--- config.mk ---
export PLATFORM = sky130hd
export DESIGN_NAME = mupr_front
export DESIGN_NICKNAME = d
export VERILOG_FILES = /design/src/sv/mupr_pkg.sv /design/src/sv/mupr_front.sv
export VERILOG_INCLUDE_DIRS = /design/src /design/src/sv
export SDC_FILE = /design/constraint.sdc
export NUM_CORES = 1
export LEC_CHECK = 0
export ABC_AREA = 0
export ABC_CLOCK_PERIOD_IN_PS = 3800
export BUFFER_PORTS_ARGS = -buffer_cell sky130_fd_sc_hd__buf_2
export CORE_UTILIZATION = 33
export CTS_CLUSTER_SIZE = 28
export DETAILED_ROUTE_END_ITERATION = 8
export HOLD_SLACK_MARGIN = 0.08
export PLACE_DENSITY = 0.67
export SYNTH_ARGS = -nofsm -noshare
export SYNTH_HDL_FRONTEND = slang
export SYNTH_SLANG_ARGS = --single-unit
export TNS_END_PERCENT = 10
--- constraint.sdc ---
create_clock -name clock -period 3.8 [get_ports clock]
set_input_delay 0.19 -clock clock [delete_from_list [all_inputs] [get_ports clock]]
set_output_delay 0.19 -clock clock [all_outputs]
set_load 0.01 [all_outputs]
--- src/sv/mono_upmix_nearest_resampler_unit_macros.svh ---
// ---------------------------------------------------------------------------
// mono upmix resampler assertion macros
// concurrent checks clocked on clock and held off while reset is high
// ---------------------------------------------------------------------------
`ifndef MONO_UPMIX_NEAREST_RESAMPLER_UNIT_MACROS_SVH
`define MONO_UPMIX_NEAREST_RESAMPLER_UNIT_MACROS_SVH

`ifndef NO_ASSERTIONS

`define MUPR_ASSERT_IMPLIES(lbl, ante, cons) \
   lbl: assert property (@(posedge clock) disable iff (reset) (ante) |-> (cons)) \
      else $error("mupr check failed");

`define MUPR_ASSERT_NEVER(lbl, expr) \
   lbl: assert property (@(posedge clock) disable iff (reset) !(expr)) \
      else $error("mupr check failed");

`else

`define MUPR_ASSERT_IMPLIES(lbl, ante, cons)

`define MUPR_ASSERT_NEVER(lbl, expr)

`endif

`endif

--- src/sv/mupr_pkg.sv ---
`timescale 1ns / 1ps
// ---------------------------------------------------------------------------
// mupr_pkg
// shared constants, codes and types of the mono upmix resampler
// ---------------------------------------------------------------------------
package mupr_pkg;

   localparam int unsigned MAX_FRAMES  = 1024;
   localparam int unsigned ADDR_W      = $clog2(MAX_FRAMES);
   localparam int unsigned LOAD_W      = $clog2(MAX_FRAMES + 1);
   localparam int unsigned SAMPLE_W    = 16;
   localparam int unsigned FRAME_W     = 2 * SAMPLE_W;
   localparam int unsigned RATE_W      = 17;
   localparam int unsigned COUNT_W     = 13;
   localparam int unsigned PROD_W      = COUNT_W + RATE_W;
   localparam int unsigned DIV_CNT_W   = $clog2(PROD_W);
   localparam int unsigned OUT_RATE    = 44100;
   localparam int unsigned EMIT_MAX    = 8191;
   localparam int unsigned QUEUE_DEPTH = 2;
   localparam int unsigned QPTR_W      = $clog2(QUEUE_DEPTH);
   localparam int unsigned QCNT_W      = $clog2(QUEUE_DEPTH + 1);
   localparam int unsigned OP_W        = 2;
   localparam int unsigned CSR_IDX_W   = 1;

   // ceil(2^46 / 44100): exact floor division by 44100 for products below 2^30
   localparam int unsigned RECIP_W     = 31;
   localparam int unsigned RECIP_SHIFT = 46;
   localparam int unsigned SCALE_W     = PROD_W + RECIP_W;
   localparam logic [RECIP_W-1:0] RECIP_OUT_RATE = 31'd1595663134;

   localparam logic [CSR_IDX_W-1:0] CSR_INPUT_RATE  = 1'b0;
   localparam logic [CSR_IDX_W-1:0] CSR_STEREO_MODE = 1'b1;

   typedef enum logic [OP_W-1:0] {
      OP_LOAD  = 2'd0,
      OP_CLOSE = 2'd1,
      OP_PULL  = 2'd2
   } op_type;

   typedef enum logic [2:0] {
      ST_IDLE,
      ST_MUL,
      ST_DIV,
      ST_READ,
      ST_RESP
   } state_type;

   typedef struct packed {
      op_type               kind;
      logic [SAMPLE_W-1:0]  left;
      logic [SAMPLE_W-1:0]  right;
   } cmd_type;

   typedef struct packed {
      logic    valid;
      cmd_type cmd;
   } head_type;

endpackage

--- src/sv/mupr_front.sv ---
`timescale 1ns / 1ps
// ---------------------------------------------------------------------------
// mupr_front
// takes request items, drops unknown opcodes, queues commands
// ---------------------------------------------------------------------------
`include "mono_upmix_nearest_resampler_unit_macros.svh"

module mupr_front (
   input  logic                             clock,
   input  logic                             reset,
   input  logic                             req_tvalid,
   output logic                             req_tready,
   input  logic [mupr_pkg::FRAME_W-1:0]     req_tdata,
   input  logic [mupr_pkg::OP_W-1:0]        req_tuser,
   output mupr_pkg::head_type               head,
   input  logic                             pop
);
   import mupr_pkg::*;

   cmd_type             mem_ff [QUEUE_DEPTH];
   cmd_type             entry;
   logic [QPTR_W-1:0]   wr_ptr_ff, wr_ptr_in;
   logic [QPTR_W-1:0]   rd_ptr_ff, rd_ptr_in;
   logic [QCNT_W-1:0]   count_ff,  count_in;
   logic                known_op;
   logic                push;

   always_comb begin
      case (op_type'(req_tuser))
         OP_LOAD, OP_CLOSE, OP_PULL: known_op = 1'b1;
         default:                    known_op = 1'b0;
      endcase
   end

   assign req_tready  = count_ff < QCNT_W'(QUEUE_DEPTH);
   // unknown opcodes are taken and thrown away
   assign push        = req_tvalid && req_tready && known_op;
   assign entry.kind  = op_type'(req_tuser);
   assign entry.left  = req_tdata[SAMPLE_W-1:0];
   assign entry.right = req_tdata[FRAME_W-1:SAMPLE_W];

   always_comb begin
      wr_ptr_in = wr_ptr_ff;
      rd_ptr_in = rd_ptr_ff;
      count_in  = count_ff;
      if (push) begin
         wr_ptr_in = (wr_ptr_ff == QPTR_W'(QUEUE_DEPTH - 1)) ? '0 : wr_ptr_ff + 1'b1;
      end
      if (pop) begin
         rd_ptr_in = (rd_ptr_ff == QPTR_W'(QUEUE_DEPTH - 1)) ? '0 : rd_ptr_ff + 1'b1;
      end
      if (push && !pop) begin
         count_in = count_ff + 1'b1;
      end else if (pop && !push) begin
         count_in = count_ff - 1'b1;
      end
   end

   always_ff @(posedge clock) begin
      if (reset) begin
         wr_ptr_ff <= '0;
         rd_ptr_ff <= '0;
         count_ff  <= '0;
      end else begin
         wr_ptr_ff <= wr_ptr_in;
         rd_ptr_ff <= rd_ptr_in;
         count_ff  <= count_in;
      end
      if (push) begin
         mem_ff[wr_ptr_ff] <= entry;
      end
   end

   assign head.valid = count_ff != '0;
   assign head.cmd   = mem_ff[rd_ptr_ff];

   `MUPR_ASSERT_NEVER(a_queue_bound, count_ff > QCNT_W'(QUEUE_DEPTH))
   `MUPR_ASSERT_IMPLIES(a_pop_nonempty, pop, count_ff != '0)

endmodule

Word level (Yosys, flattened, before mapping)
Memories as Yosys holds them, arrays and structs flattened. A register that Yosys moved wholly into a read port is not among the register bits. Cells that the tools add are included.

Bits in registers: 4. Latch bits: 0. RAM bits: 68. Memory bits (read-only): 0. Input bits: 38. Output and inout bits: 36. Logic and storage cells: 30. Memories kept: 1.

Memory list: mem_ff (words 2, bits a word 34, rd ports 1, clocked after Yosys merged registers in 1, write ports 1, line mupr_front.sv:20) `cmd_type mem_ff [QUEUE_DEPTH];`.

$add $sub $neg: 4. $mul: 0. Div/mod/pow operators: 0. Order comparisons: 1. Eq/ne operators: 2. Shifts and indexed selects: 0. Multiplexer cells: 9. Bitwise gates (word level): 0. Reduce and logical (&&, ||, !) cells: 10.

Operators by type and width (number): 1-bit two-way mux (7); 1-bit logical AND (4); 2-bit two-way mux (2); 2-bit nonzero test (2); 3-bit OR reduction (1); 1-bit adder (second input constant) (2); 2-bit by 1-bit adder with 2-bit output (second input constant) (1); 2-bit by 1-bit equality test with 1-bit output (second input constant) (1); 2-bit equality test (second input constant) (1); 1-bit zero test (2); 2-bit zero test (1); 2-bit < comparator (second input constant) (1); 2-bit by 1-bit subtractor with 2-bit output (second input constant) (1).

Longest topological paths before layout
Depth after elaboration: 8. Depth in mapped cells: 6.

Worst setup path after synthesis
OpenSTA, ideal clock, no wires.

Path kind: register -> register. Start: register count_ff[1]. End: memory mem_ff[1][0] in the netlist's numbering (enable). Library setup time: 394 ps. Data arrival time: 1458 ps. Setup slack: 1947 ps. Stages on the path, launching flop included: 4. Path buffers: 0. Cell sequence: dfxtp_1 > inv_1 > and3_1 > and2_1.

Longest elaborated chain between the ends: 5.

Ends and longest elaborated chain: from (decl) (line mupr_front.sv:24) `logic [QCNT_W-1:0] count_ff, count_in;`; from (signal assigned) (line mupr_front.sv:67) `count_ff <= count_in;`; 2-bit < comparator (line mupr_front.sv:35) `assign req_tready = count_ff < QCNT_W'(QUEUE_DEPTH);`; net req_tready (line mupr_front.sv:12) `output logic req_tready,`; 1-bit logical AND (2 in a row) (line mupr_front.sv:37) `assign push = req_tvalid && req_tready && known_op;`; 1-bit two-way mux (line mupr_front.sv:69) `if (push) begin`; 1-bit two-way mux (not written as such) (line mupr_front.sv:70) `mem_ff[wr_ptr_ff] <= entry;`; to (decl) (line mupr_front.sv:20).

The timed path passes the listed nets, and every way through them passes these cells.

==> reports/qor.yml <==
run_status:
  status: "finished, final reports clean"
synth:
  synth_area_leader_cell: "edfxtp_1"
  synth_cell_type_count: 19
  ys_seq_area_frac: 0.7970
  ys_seq_elements: 73
  yosysWarnings: 0
  yosysMostFrequentCell: "edfxtp_1"
  synthArstFlopShare: 0
  syn_nets: 171
  synthesis.area_um2: 2688
  synth-edff-count: 68
  syn_avg_cell_area_um2: 20.36
  synth_top_area_share: 0.7598
  synth_cells: 132
  yosys-top-cells-area: "edfxtp_1, mux2_2, dfxtp_1"
  synthFlopType: "edfxtp_1"
  synth_commonest_cells: "edfxtp_1, mux2_2, dfxtp_1"
cells_and_area:
  drive_gt1_frac: 0.4821
  diodes: 0
  nets: 287
  area_growth_syn_to_layout_pct: 35.61
  fill_cells: 683
floorplan:
  initial_utilization: 0.3442
  ioPinCount: 74
  coreArea_um2: 7807
  die_area_um2: 8509
  row_count: 32
  die_x_um: 92.25
  die_y_um: 92.25
detailed_routing:
  wl_per_cell_um: 12.57
  routed_wl_um: 4436
  dr.pass1.iters: 3
  drt_iter0_markers: 43
  vias: 1491
  post-route-drc-count: 0
  vias_per_cell: 4.224
  final_antenna_net_count: 0
setup_path:
  reg2reg_to: "mem_ff[1][23]"
  cp.required_ns: 3.61
  r2r_slack_ns: 2.11
  crit_type: "reg -> out"
  cp_max_fo: 34
  r2r-start: "count_ff[1]"
  critPathLaunchType: "flop"
  end_kind: "output pin"
  worstPathArrival_ns: 1.76
  reg2regPathDepth: 3
timing:
  drv_slew: 0
  setup_tns_ns: 0
  min_period_over_period: 0.5132
  setup_violations: 0
  worst_clock_skew_ns: 0.007342
  max_slew.worst_pin.slew_ns: 0.8303
  fmax_mhz: 512.8
  worst_slew_margin_rel: 0.4465
  post-route-min-period_ns: 1.950
  hold_violations: 0
  grt_setup_unrepaired: "false"
cts:
  clkSlewWorstSetupHoldPaths_ns: 0.07
  cts.sinks: 73
  cts_resized: 0
  cts-buffers-inserted: 9
  postCtsHoldBufs: 35
  cts_setup_buffers: 0
  clk_path_buf_depth: 2
  cts_tree: "done"
  worstSkewPairLatency_ns: 0.33
  cts_root_buf: "clkbuf_8"
  htreeDepth: 3
global_route:
  antenna_found_initial: 0
  grt_pass1_vias: 1592
  grt_usage: 0.1124
  grt_start_max_net_pins: 35
  grt.overflow.total: 0
  grt_pass1_wl_um: 7003
power_and_ir_drop:
  total_power_mw: 1.695
  p_leak_nw: 1.376
  powerDensity_nw_per_um2: 465.1
  peakVddDrop_v: 0.0002085
placed_design:
  io_buffers: 73
  place_congestion: 0.6665
  dp_hpwl_um: 2599
run:
  maxCapViolCount: 0
hold_path:
  hp-class: "in -> reg"
  holdPathStages: 3
  holdCritStartpoint: "pop"
-- kinds of logic (layout without fill, tap and decap cells) --
kind of cell / Yosys count / count (layout) / share of synthesized area
and+or+nand+nor: 9 / 9 / 0.01723
DFF: 73 / 73 / 0.7970
adders and majority gates: 1 / 1 / 0.004655
buffers and inverters: 8 / 127 / 0.02001
xor gates and xnor gates: 3 / 3 / 0.009778
muxes: 34 / 34 / 0.1425
AOI/OAI and AO/OA: 4 / 4 / 0.008844
-- cells in the final DEF (no fill, tap or decap) --
master and count:
a21oi_1 2, a31o_2 1, and2_2 1, and3_1 1, buf_2 73, buf_4 1
clkbuf_1 3, clkbuf_8 9, clkinv_1 2, dfxtp_1 4, dfxtp_2 1, dlygate4sd3_1 35
edfxtp_1 68, ha_1 1, inv_1 4, mux2_2 34, nand2_1 1, nand4_1 1
nor2_1 3, o21ai_0 1, or2_2 1, or3_1 1, xnor2_1 1, xor2_1 2
-- metrics by stage --
step	std cells	utilization	worst slack, ns	hold slack [ns]	instance area [um2]
2_1_floorplan	132	-	1.947	0.2591	2688
3_3_place_gp	304	0.4037	2.122	0.3798	3152
3_5_place_dp	304	0.4037	2.071	0.3822	3152
4_1_cts	353	0.4668	1.779	0.1235	3645
5_1_grt	353	0.4668	1.728	0.1556	3645
6_report	353	0.4668	1.850	0.1413	3645
-- metal layers --
metal  track usage  routed length (um)  vias up
met3       0.04561                 237       10
met1        0.1218                1928      698
li1              -                   -      736
met2        0.1922                2208       47
met5             0                   0        -
met4       0.05078                  61        0
-- report_power, final --
group | internal, mW | switching (mW)
combinational | 0.131 | 0.115
clock | 0.226 | 0.243
sequential | 0.951 | 0.0283
total | 1.31 | 0.386
-- critical path: stages (launching register included) --
cell and delay, ns:
dfxtp_2 0.86, mux2_2 0.42, buf_2 0.14
-- worst max-delay path by stage --
| stage | end | depth (start not counted) | startpoint |
|---|---|---|---|
| after floorplan | mem_ff[1][0] | 3 | count_ff[1] |
| after global placement | mem_ff[1][3] | 4 | req_tuser[0] |
| after detailed placement | mem_ff[1][5] | 3 | count_ff[1] |
| after CTS | head[13] | 2 | flop |
| after global routing | head[14] | 2 | flop |
| final | head[13] | 2 | flop |
-- sequential cells by signal, indices dropped and copies added (netlist names), named ones only --
signal,count
count_ff,2
mem_ff,68
rd_ptr_ff,1
wr_ptr_ff,1
-- area by class of cell --
class,count,area [um2],share of cell area
Timing Repair Buffer,109,723.2,0.1984
Sequential cell,73,2143,0.5881
Tap cell,102,127.6,0.03502
Multi-Input combinational cell,51,493.0,0.1353
Clock buffer,12,135.1,0.03708
Inverter,4,15.01,0.004119
Clock inverter,2,7.507,0.002060
Note: power is estimated with default switching activity, not from simulation.
